File: src/sv/rrts_pkg.sv
// ============================================================================
// rrts_pkg - shared types and constants for the round-robin task scheduler
// Field widths, action codes, the queue entry type and parameter defaults.
// ============================================================================
`default_nettype none

package rrts_pkg;

    // Field widths
    localparam int ID_W      = 4;
    localparam int T_W       = 14;
    localparam int QUANTUM_W = 8;

    // Task ids index a fixed table of arrival times
    localparam int ID_SLOTS = 1 << ID_W;

    // Parameter defaults
    localparam int MAX_TASKS_DEF = 16;

    // Quantum register value after reset
    localparam logic [QUANTUM_W-1:0] QUANTUM_RST = 8'd1;

    // Action codes
    localparam logic ACT_TICK   = 1'b0;
    localparam logic ACT_ARRIVE = 1'b1;

    // One queued task: id and remaining demand
    typedef struct packed {
        logic [ID_W-1:0] id;
        logic [T_W-1:0]  rem;
    } t_entry;

endpackage

`default_nettype wire

File: src/sv/round_robin_task_scheduler.sv
// ============================================================================
// round_robin_task_scheduler - round-robin scheduler with a time quantum
// Queues arriving tasks and runs the head task one time unit per tick item,
// reporting the running task and, on completion, finish and turnaround time.
// ============================================================================
// The block takes one item in every clock cycle: busy is never raised, so
// start alone decides acceptance. An arrive item (action = 1) appends a task
// to the FIFO and stamps it with the current time; it is dropped when the
// queue plus a held task already fill all MAX_TASKS slots, and it gives no
// result. A tick item (action = 0) gives exactly one result, shown on the
// o_ ports with o_valid high in the cycle after the tick is taken. The
// receiver cannot stall: o_valid lasts one cycle and must be captured then.
// Each tick first requeues a task that was preempted on the previous tick,
// then runs the head task for one unit. The FIFO lives in a memory with a
// registered read port; the head entry and the entry behind it are kept in
// registers so a pop need not wait on a read. Memory contents need no clearing
// after reset, so the block is ready once reset is released.
// Writing the quantum register also reloads the running quantum counter;
// write it only while no item is in flight.
// ============================================================================
`default_nettype none

module round_robin_task_scheduler #(
    parameter int MAX_TASKS = rrts_pkg::MAX_TASKS_DEF
) (
    input  wire logic                           i_clk,
    input  wire logic                           i_rst_n,
    // Command channel
    input  wire logic                           start,
    output logic                                busy,
    input  wire logic                           i_action,
    input  wire logic [rrts_pkg::ID_W-1:0]      i_task_id,
    input  wire logic [rrts_pkg::T_W-1:0]       i_service_demand,
    // Quantum register
    input  wire logic                           i_cfg_wr_en,
    input  wire logic [rrts_pkg::QUANTUM_W-1:0] i_cfg_wr_data,
    // Result channel
    output logic                                o_valid,
    output logic                                o_busy_res,
    output logic [rrts_pkg::ID_W-1:0]           o_running_id,
    output logic                                o_finished,
    output logic [rrts_pkg::T_W-1:0]            o_finish_time,
    output logic [rrts_pkg::T_W-1:0]            o_turnaround
);

    localparam int PTR_W = $clog2(MAX_TASKS);
    localparam int CNT_W = $clog2(MAX_TASKS + 1);

    localparam logic [PTR_W-1:0] PTR_LAST = PTR_W'(MAX_TASKS - 1);
    localparam logic [CNT_W-1:0] CNT_MAX  = CNT_W'(MAX_TASKS);

    // Circular pointer advance, wraps at any depth
    function automatic logic [PTR_W-1:0] ptr_inc(input logic [PTR_W-1:0] p);
        ptr_inc = (p == PTR_LAST) ? '0 : p + 1'b1;
    endfunction

    // ------------------------------------------------------------------
    // State
    // ------------------------------------------------------------------
    rrts_pkg::t_entry                   mem_q [MAX_TASKS];
    logic [rrts_pkg::T_W-1:0]           r_arrival [rrts_pkg::ID_SLOTS];

    logic [PTR_W-1:0]                   r_head_ptr, n_head_ptr;
    logic [PTR_W-1:0]                   r_tail_ptr, n_tail_ptr;
    logic [CNT_W-1:0]                   r_count,    n_count;
    logic                               r_pend_vld, n_pend_vld;
    rrts_pkg::t_entry                   r_pend,     n_pend;
    rrts_pkg::t_entry                   r_head,     n_head;
    rrts_pkg::t_entry                   r_nxt;
    logic [rrts_pkg::QUANTUM_W-1:0]     r_quantum,  n_quantum;
    logic [rrts_pkg::QUANTUM_W-1:0]     r_ql,       n_ql;
    logic [rrts_pkg::T_W-1:0]           r_time,     n_time;

    logic                               r_valid;
    logic                               r_busy_res;
    logic [rrts_pkg::ID_W-1:0]          r_running_id;
    logic                               r_finished;
    logic [rrts_pkg::T_W-1:0]           r_finish_time;
    logic [rrts_pkg::T_W-1:0]           r_turnaround;

    // ------------------------------------------------------------------
    // Item decode
    // ------------------------------------------------------------------
    logic                               acc, is_tick, is_arr, arr_ok;
    logic                               wr_en;
    rrts_pkg::t_entry                   wr_data;
    logic [CNT_W-1:0]                   count1;
    rrts_pkg::t_entry                   eh, en;
    logic [PTR_W-1:0]                   head_inc, rd_addr;
    logic                               run, done, expired, pop;
    logic [rrts_pkg::T_W-1:0]           end_time, arr_time;
    logic [rrts_pkg::T_W-1:0]           rem_dec;

    assign busy    = 1'b0;
    assign acc     = start & ~busy;
    assign is_tick = acc && (i_action == rrts_pkg::ACT_TICK);
    assign is_arr  = acc && (i_action == rrts_pkg::ACT_ARRIVE);

    // Leave room for a held task so its requeue never fails
    assign arr_ok = (({1'b0, r_count} + (CNT_W+1)'(r_pend_vld)) < {1'b0, CNT_MAX});

    // One FIFO write per item: the new arrival, or the held task on a tick
    assign wr_en = (is_arr && arr_ok) || (is_tick && r_pend_vld && (r_count < CNT_MAX));
    assign wr_data = is_arr ? rrts_pkg::t_entry'{id: i_task_id, rem: i_service_demand}
                            : r_pend;

    assign count1 = r_count + CNT_W'(wr_en);

    // Head as seen after this item's push: the pushed entry when empty
    assign eh       = (r_count == '0) ? wr_data : r_head;
    assign head_inc = ptr_inc(r_head_ptr);
    // Entry behind the head; bypass a push landing right there
    assign en       = (wr_en && (r_tail_ptr == head_inc)) ? wr_data : r_nxt;

    assign run      = is_tick && (count1 != '0);
    assign done     = (eh.rem <= rrts_pkg::T_W'(1));
    assign expired  = (r_ql <= rrts_pkg::QUANTUM_W'(1));
    assign pop      = run && (done || expired);
    assign rem_dec  = eh.rem - 1'b1;
    assign end_time = r_time + 1'b1;
    assign arr_time = r_arrival[eh.id];

    always_comb begin
        n_tail_ptr = wr_en ? ptr_inc(r_tail_ptr) : r_tail_ptr;
        n_head_ptr = pop ? head_inc : r_head_ptr;
        n_count    = count1 - CNT_W'(pop);

        // Hold head, advance to next on pop, count down while it runs
        if (pop) begin
            n_head = en;
        end else if (run) begin
            n_head = rrts_pkg::t_entry'{id: eh.id, rem: rem_dec};
        end else begin
            n_head = eh;
        end

        // A tick always consumes the held task; preempt sets a new one
        n_pend_vld = r_pend_vld;
        n_pend     = r_pend;
        if (is_tick) begin
            n_pend_vld = run && !done && expired;
            n_pend     = rrts_pkg::t_entry'{id: eh.id, rem: rem_dec};
        end

        n_quantum = i_cfg_wr_en ? i_cfg_wr_data : r_quantum;

        if (i_cfg_wr_en) begin
            n_ql = i_cfg_wr_data;
        end else if (pop) begin
            n_ql = r_quantum;
        end else if (run) begin
            n_ql = r_ql - 1'b1;
        end else begin
            n_ql = r_ql;
        end

        n_time = is_tick ? end_time : r_time;
    end

    assign rd_addr = ptr_inc(n_head_ptr);

    // ------------------------------------------------------------------
    // Control registers
    // ------------------------------------------------------------------
    always_ff @(posedge i_clk) begin
        if (!i_rst_n) begin
            r_head_ptr <= '0;
            r_tail_ptr <= '0;
            r_count    <= '0;
            r_pend_vld <= 1'b0;
            r_quantum  <= rrts_pkg::QUANTUM_RST;
            r_ql       <= rrts_pkg::QUANTUM_RST;
            r_time     <= '0;
            r_valid    <= 1'b0;
        end else begin
            r_head_ptr <= n_head_ptr;
            r_tail_ptr <= n_tail_ptr;
            r_count    <= n_count;
            r_pend_vld <= n_pend_vld;
            r_quantum  <= n_quantum;
            r_ql       <= n_ql;
            r_time     <= n_time;
            r_valid    <= is_tick;
        end
    end

    // ------------------------------------------------------------------
    // Payload registers
    // ------------------------------------------------------------------
    always_ff @(posedge i_clk) begin
        r_head        <= n_head;
        r_pend        <= n_pend;
        r_busy_res    <= run;
        r_running_id  <= run ? eh.id : '0;
        r_finished    <= run && done;
        r_finish_time <= (run && done) ? end_time : '0;
        r_turnaround  <= (run && done) ? (end_time - arr_time) : '0;
    end

    // ------------------------------------------------------------------
    // FIFO memory: one write at tail, one registered read behind the head
    // ------------------------------------------------------------------
    always_ff @(posedge i_clk) begin
        if (wr_en) begin
            mem_q[r_tail_ptr] <= wr_data;
        end
        r_nxt <= (wr_en && (r_tail_ptr == rd_addr)) ? wr_data : mem_q[rd_addr];
    end

    // Arrival stamps, indexed by task id
    always_ff @(posedge i_clk) begin
        if (is_arr && arr_ok) begin
            r_arrival[i_task_id] <= r_time;
        end
    end

    assign o_valid       = r_valid;
    assign o_busy_res    = r_busy_res;
    assign o_running_id  = r_running_id;
    assign o_finished    = r_finished;
    assign o_finish_time = r_finish_time;
    assign o_turnaround  = r_turnaround;

endmodule

`default_nettype wire

File: config.mk
export PLATFORM = sky130hd
export DESIGN_NAME = round_robin_task_scheduler
export DESIGN_NICKNAME = d
export VERILOG_FILES = /design/src/sv/rrts_pkg.sv /design/src/sv/round_robin_task_scheduler.sv
export SDC_FILE = /design/constraint.sdc
export NUM_CORES = 1
export LEC_CHECK = 0
export BUFFER_PORTS_ARGS = -buffer_cell sky130_fd_sc_hd__buf_2
export CAP_MARGIN = 10
export CORE_ASPECT_RATIO = 0.5
export CORE_UTILIZATION = 50
export DETAILED_ROUTE_END_ITERATION = 8
export PLACE_DENSITY = 0.65
export SYNTH_ARGS = -nofsm -noshare
export SYNTH_HDL_FRONTEND = slang
export SYNTH_SLANG_ARGS = --single-unit
File: constraint.sdc
create_clock -name i_clk -period 5.4 [get_ports i_clk]
set_input_delay 0.54 -clock i_clk [delete_from_list [all_inputs] [get_ports i_clk]]
set_output_delay 0.54 -clock i_clk [all_outputs]
set_load 0.01 [all_outputs]
; Word-level counts from Yosys, hierarchy flattened
; Memories as Yosys holds them, arrays and structs flattened. A register that Yosys moved wholly into a read port is not among the register bits.
; Index checks and enable logic that the tools add are counted.
[classes]
n_bitwise = 1
eq_ne = 4
order_cmp = 4
n_reduce_logical = 17
mux = 16
n_addsub = 10
[ops]
columns = operator, count
row1 = 18-bit two-way mux, 4
row2 = 8-bit two-way mux, 3
row3 = 4-bit two-way mux, 4
row4 = 14-bit by 1-bit adder with 14-bit output (second input constant), 1
row5 = 14-bit by 1-bit <= comparator with 1-bit output (second input constant), 1
row6 = 14-bit two-way mux, 1
row7 = 14-bit by 1-bit subtractor with 14-bit output (second input constant), 1
row8 = 14-bit subtractor, 1
row9 = 4-bit by 1-bit adder with 4-bit output (second input constant), 3
row10 = 4-bit equality test (second input constant), 3
row11 = 1-bit logical AND, 11
row12 = 8-bit by 1-bit <= comparator with 1-bit output (second input constant), 1
row13 = 8-bit by 1-bit subtractor with 8-bit output (second input constant), 1
row14 = 5-bit by 1-bit adder with 6-bit output, 1
row15 = 6-bit by 5-bit less-than comparator with 1-bit output (second input constant), 1
row16 = 5-bit by 1-bit adder with 5-bit output, 1
row17 = 5-bit logical NOT, 1
row18 = 5-bit less-than comparator (second input constant), 1
row19 = 5-bit nonzero test, 1
row20 = 5-bit by 1-bit subtractor with 5-bit output, 1
row21 = 4-bit equality test, 1
row22 = 1-bit two-way mux, 4
row23 = 3-bit nonzero test, 1
row24 = 1-bit logical OR, 2
row25 = other kinds (2), 2
[totals]
out_inout_bits = 36
mem_bits_rw = 512
elab_cells = 71
reg_bits = 115
memories = 2
in_bits = 31
[memory_table]
columns = memory, depth, word_bits, rd, rd_ports_with_merged_regs, wr, line
row1 = mem_q, 16, 18, 1, 1, 1, round_robin_task_scheduler.sv:60  ; rrts_pkg::t_entry mem_q [MAX_TASKS];
row2 = r_arrival, 16, 14, 1, 0, 1, round_robin_task_scheduler.sv:61  ; logic [rrts_pkg::T_W-1:0] r_arrival [rrts_pkg::ID_SLOTS];

; Logic depth before layout (Yosys ltp)
[depth]
word_depth = 12
ltp_mapped = 21
mapped_depth_nobuf = 18

; Worst setup path after synthesis
; No wires, ideal clock.
[synth_timing]
path_kind = input to register
startpoint = input port i_action
endpoint = register r_count[4]
setup_slack_ns = 0.343
t_arrival_ns = 4.942
required_ns = 5.285
stages = 21
path_buffers = 3
path_cell_list = buf_2 > nand2b_1 > inv_1 > clkbuf_1 > a31oi_1 > inv_1 > ha_1 > ha_1 > nand2_1 > o211a_1 > o41ai_4 > or2_2 > clkbuf_1 > nand2_1 > ha_1 > ha_1 > and3_1 > o22ai_1 > o21ai_0 > xnor2_1 > and2_1
[synth_via]
elab_chain_len = 10
elab_cells_between_ends = 16
[synth_lines]
columns = item, line
row1 = start: declaration, round_robin_task_scheduler.sv:31  ; input wire logic i_action,
row2 = 1-bit NOT *, round_robin_task_scheduler.sv:96  ; assign is_tick = acc && (i_action == rrts_pkg::ACT_TICK);
row3 = 1-bit logical AND *, round_robin_task_scheduler.sv:96
row4 = named net is_tick, round_robin_task_scheduler.sv:84  ; logic acc, is_tick, is_arr, arr_ok;
row5 = 1-bit logical AND * (2 in series), round_robin_task_scheduler.sv:103  ; assign wr_en = (is_arr && arr_ok) || (is_tick && r_pend_vld && (r_count < CNT_MAX));
row6 = 1-bit logical OR *, round_robin_task_scheduler.sv:103
row7 = named net wr_en, round_robin_task_scheduler.sv:85  ; logic wr_en;
row8 = 5-bit by 1-bit adder with 5-bit output *, round_robin_task_scheduler.sv:107  ; assign count1 = r_count + CNT_W'(wr_en);
row9 = 5-bit nonzero test, round_robin_task_scheduler.sv:115  ; assign run = is_tick && (count1 != '0);
row10 = 1-bit logical AND, round_robin_task_scheduler.sv:115
row11 = 1-bit logical AND, round_robin_task_scheduler.sv:118  ; assign pop = run && (done || expired);
row12 = 5-bit by 1-bit subtractor with 5-bit output *, round_robin_task_scheduler.sv:126  ; n_count = count1 - CNT_W'(pop);
row13 = end signal: assignment, round_robin_task_scheduler.sv:178  ; r_count <= n_count;
row14 = end: declaration, round_robin_task_scheduler.sv:65  ; logic [CNT_W-1:0] r_count, n_count;
; Mark *: on every way through the listed nets, which the timed path passes. The rest lies on a longest branch.
; A chain may end at the register's enable or synchronous reset.

; Final worst setup path
[layout_timing]
startpoint = register r_count[4]
endpoint = register r_turnaround, in the netlist o_turnaround[13]
[layout_via]
elab_chain_len = 8
elab_cells_between_ends = 15
[layout_lines]
columns = item, line
row1 = 5-bit by 1-bit adder with 6-bit output, round_robin_task_scheduler.sv:100  ; assign arr_ok = (({1'b0, r_count} + (CNT_W+1)'(r_pend_vld)) < {1'b0, CNT_MAX});
row2 = 6-bit by 5-bit less-than comparator with 1-bit output, round_robin_task_scheduler.sv:100
row3 = 1-bit logical AND, round_robin_task_scheduler.sv:103
row4 = 1-bit logical OR, round_robin_task_scheduler.sv:103
row5 = 5-bit by 1-bit adder with 5-bit output, round_robin_task_scheduler.sv:107
row6 = 5-bit nonzero test, round_robin_task_scheduler.sv:115
row7 = 1-bit logical AND, round_robin_task_scheduler.sv:115
row8 = 1-bit logical AND, round_robin_task_scheduler.sv:197  ; r_turnaround <= (run && done) ? (end_time - arr_time) : '0;
row9 = end signal: assignment, round_robin_task_scheduler.sv:197
row10 = end: declaration, round_robin_task_scheduler.sv:79  ; logic [rrts_pkg::T_W-1:0] r_turnaround;
; Parallel ways exist; a longest one is shown, timed or not.

==> summary.txt <==
Outcome
  – Status: complete, no violations

Timing
  – Tcrit/Tclk final: 93.2%
  – Worst Skew: 0.0278 ns
  – Worst-margin pin slew: 1.25 ns
  – Fin. max-slew vios: 0
  – Final Hold Vio Count: 0
  – Slew headroom: 16.4%
  – Final worst slack: 0.368 ns
  – RSZ-0062 raised after global routing: no
  – Fmax achieved: 199 MHz
  – Final setup TNS: 0 ns
  – Minimum clock period: 5.03 ns
  – Finish-stage setup viols: 0

GRT
  – Largest net degree at the start of global routing: 46
  – Global-route wire length before repair: 90.9 mm
  – Total track usage: 23.0%
  – Vias in the first global route: 14,700
  – GRT overflow: 0
  – Number of antenna violations at the first check in global routing: 0

Pwr
  – P_int: 8.24 mW
  – Reported leakage power: 10.2 nW
  – Worst vdd ir: 290 uV
  – Total power: 11.0 mW
  – Combinational power share: 13.9%
  – Power density over cell area: 376 nW/um^2
  – Sw power: 2.75 mW
  – Sw Ratio: 25.1%
  – Clk network pwr share: 35.8%
  – Sequential Power Share: 50.3%

Floorplan
  – Core footprint: 50,900 um^2
  – Die ar.: 53,200 um^2
  – Die X: 325 um
  – IO Pins: 67
  – Die Y: 164 um
  – FP Rows: 58
  – Initial core utilization: 51.3%

Final layout
  – Most common cell after layout, fill and taps aside: edfxtp_1
  – Fin util: 57.4%
  – Area growth syn-to-layout: 11.8%
  – Nets: 1,736
  – Most frequent cells in the layout: 530 x edfxtp_1, 142 x mux4_2, 131 x nand2_1, 98 x dfxtp_1, 66 x nor2_1
  – Final non-filler cell total: 2,411
  – Fraction of final layout cells sized beyond drive strength 1: 22.7%
  – Diodes inserted: 0

Placement
  – Final GP Congestion: 0.933
  – IO Port Bufs: 65
  – Worst slack, placed: 0.369 ns
  – Placed insts: 2,309
  – Post-DP HPWL: 36.6 mm

Clock tree
  – Clk root buf: clkbuf_16
  – Clk slew on worst S/H paths: 0.07 ns
  – Clock sinks: 631
  – Clock Path Buffers: 3
  – CTS tree: done
  – Cts bufs inserted: 55
  – PostCTS Resize Cnt: 0
  – Post-CTS Setup Repair Bufs: 0
  – Worst skew pair latency: 0.60 ns
  – Htree depth: 2
  – Hold_buf cts: 0

Synthesis
  – Syn Area/Cell: 16.5 um^2
  – Ys async rst share: 0%
  – Number of synthesized flops with an enable pin: 530
  – YS warnings: 0
  – Cell Area, Synth: 26,100 um^2
  – Syn nets: 1,643
  – Synth unique cells: 72
  – Seq cells post-synth: 631
  – Sequential share of the synthesized area: 68.6%
  – Gate Count Post-Synth: 1,583
  – Post-synth top flop: edfxtp_1

Worst setup path
  – Setup CP Type: register to register
  – Data arrival, critical path: 5.56 ns
  – Crit path required time: 5.93 ns
  – Crit path launch type: register
  – CP Max Fanout: 23
  – Worst Setup End Kind: register

Drt
  – Routed WL per cell: 24.9 um
  – Via/cell ratio: 5.92
  – Router iterations before antenna repair: 7
  – Vias: 14,300
  – DRC violations left: 0
  – Antenna viol nets, final: 0
  – Final wirelength: 60.0 mm
  – DR iter-0 viols: 1,599

Run
  – # Max-Cap Violations: 0

Hold path
  – Hold Crit Class: primary input to register
==> cells in the mapped netlist, types with 3 or more instances <==
master,instances,area [um^2]
buf_1,6,22.5
nand3_1,14,70.1
edfxtp_1,530,15900
and3_1,16,100
inv_1,29,109
or2_2,6,37.5
dfxtp_1,101,2020
nor2b_1,24,150
o211ai_1,5,37.5
xor2_1,25,219
clkbuf_1,39,146
o2111ai_1,3,26.3
a21oi_1,65,325
nand2_1,131,492
nand2b_1,7,43.8
ha_1,28,350
buf_4,5,37.5
a21o_1,8,60.1
nand4b_1,4,35.0
o21ai_0,31,155
and2_1,40,250
nor2_1,71,267
a31oi_1,10,62.6
or3_1,7,43.8
a211oi_1,22,165
mux2i_1,50,500
nor3_1,18,90.1
xnor2_1,39,342
nor4_1,3,18.8
nor3b_1,3,22.5
a21boi_0,9,67.6
mux4_2,142,3200
mux2_2,8,90.1
inv_2,3,11.3
a221oi_1,4,35.0
nand4_1,4,25.0
buf_2,24,120
or4_1,5,37.5
==> power groups by stage <==
stage / Clock [mW] / Combinational (mW) / Sequential, mW
6_report: 3.93 / 1.53 / 5.52
3_5_place_dp: 0 / 1.52 / 5.63
3_3_place_gp: 0 / 1.50 / 5.62
5_1_grt: 4.19 / 1.66 / 5.54
2_1_floorplan: 0 / 1.12 / 5.58
4_1_cts: 3.99 / 1.53 / 5.52
==> cell type report <==
cell class / instances / area, um^2
sequential: 631 / 17900
multi-input combinational: 844 / 7810
fill: 3880 / 21700
inverter: 32 / 120
tap: 690 / 863
timing repair buffer: 112 / 703
clock inverter: 26 / 223
clock buffer: 76 / 1570
==> flip-flops by register name (all words and copies together) (netlist names), 14 cells and up, named ones only <==
name / count
mem_q: 288
r_arrival: 224
r_head: 18
r_pend: 18
o_finish_time: 14
o_turnaround: 14
r_time: 14
==> path summary, 6_finish.rpt <==
kind | start | end | slack [ns] | cells past startpoint
worst max-delay path | r_count[4]$_SDFF_PN0_ | o_turnaround[13]$_SDFF_PN0_ | 0.37 | 18
worst min-delay path | i_cfg_wr_data[3] | r_ql[3]$_SDFFE_PN0P_ | 0.20 | 2
worst max register to register | r_count[4]$_SDFF_PN0_ | o_turnaround[13]$_SDFF_PN0_ | 0.37 | 18
worst min register to register | r_quantum[0]$_SDFFE_PN1P_ | r_quantum[0]$_SDFFE_PN1P_ | 0.50 | 2
==> worst max-delay path, stage by stage, from the launching register on <==
cell	delay (ns)
dfxtp_1	0.35
or4_1	0.59
nor2_2	0.24
mux2i_2	0.14
inv_2	0.21
buf_4	0.44
mux4_2	0.57
nand2_1	0.08
nand2_1	0.05
a21oi_1	0.18
ha_1	0.29
o21a_1	0.20
o31a_1	0.12
o211ai_1	0.16
nand2_1	0.11
a41o_1	0.27
o41ai_1	0.43
xnor3_1	0.41
nor2_1	0.08
==> layer usage <==
| layer | vias up | track usage, % | part of all wire (%) |
|---|---|---|---|
| met5 | - | 0 | 0 |
| met4 | 0 | 5.42 | 2.2 |
| met3 | 102 | 3.79 | 6.5 |
| met2 | 515 | 39.2 | 49 |
| met1 | 7308 | 31.2 | 42 |
| li1 | 6341 | - | - |
==> metrics by stage <==
stage	area [um^2]	hold slack, ns
5_1_grt	29200	0.192
6_report	29200	0.204
3_3_place_gp	27400	0.481
4_1_cts	29200	0.175
3_5_place_dp	27400	0.499
2_1_floorplan	26100	0.462
==> kinds of logic after synthesis <==
logic type	share of synthesized area, %
compound gates	4.64
xor+xnor	2.23
fa+ha+maj	1.42
buf+inv	1.80
flops	68.6
mux	14.5
other cells	0.0143
simple gates	6.77
Note: power is estimated with default switching activity, not from simulation.
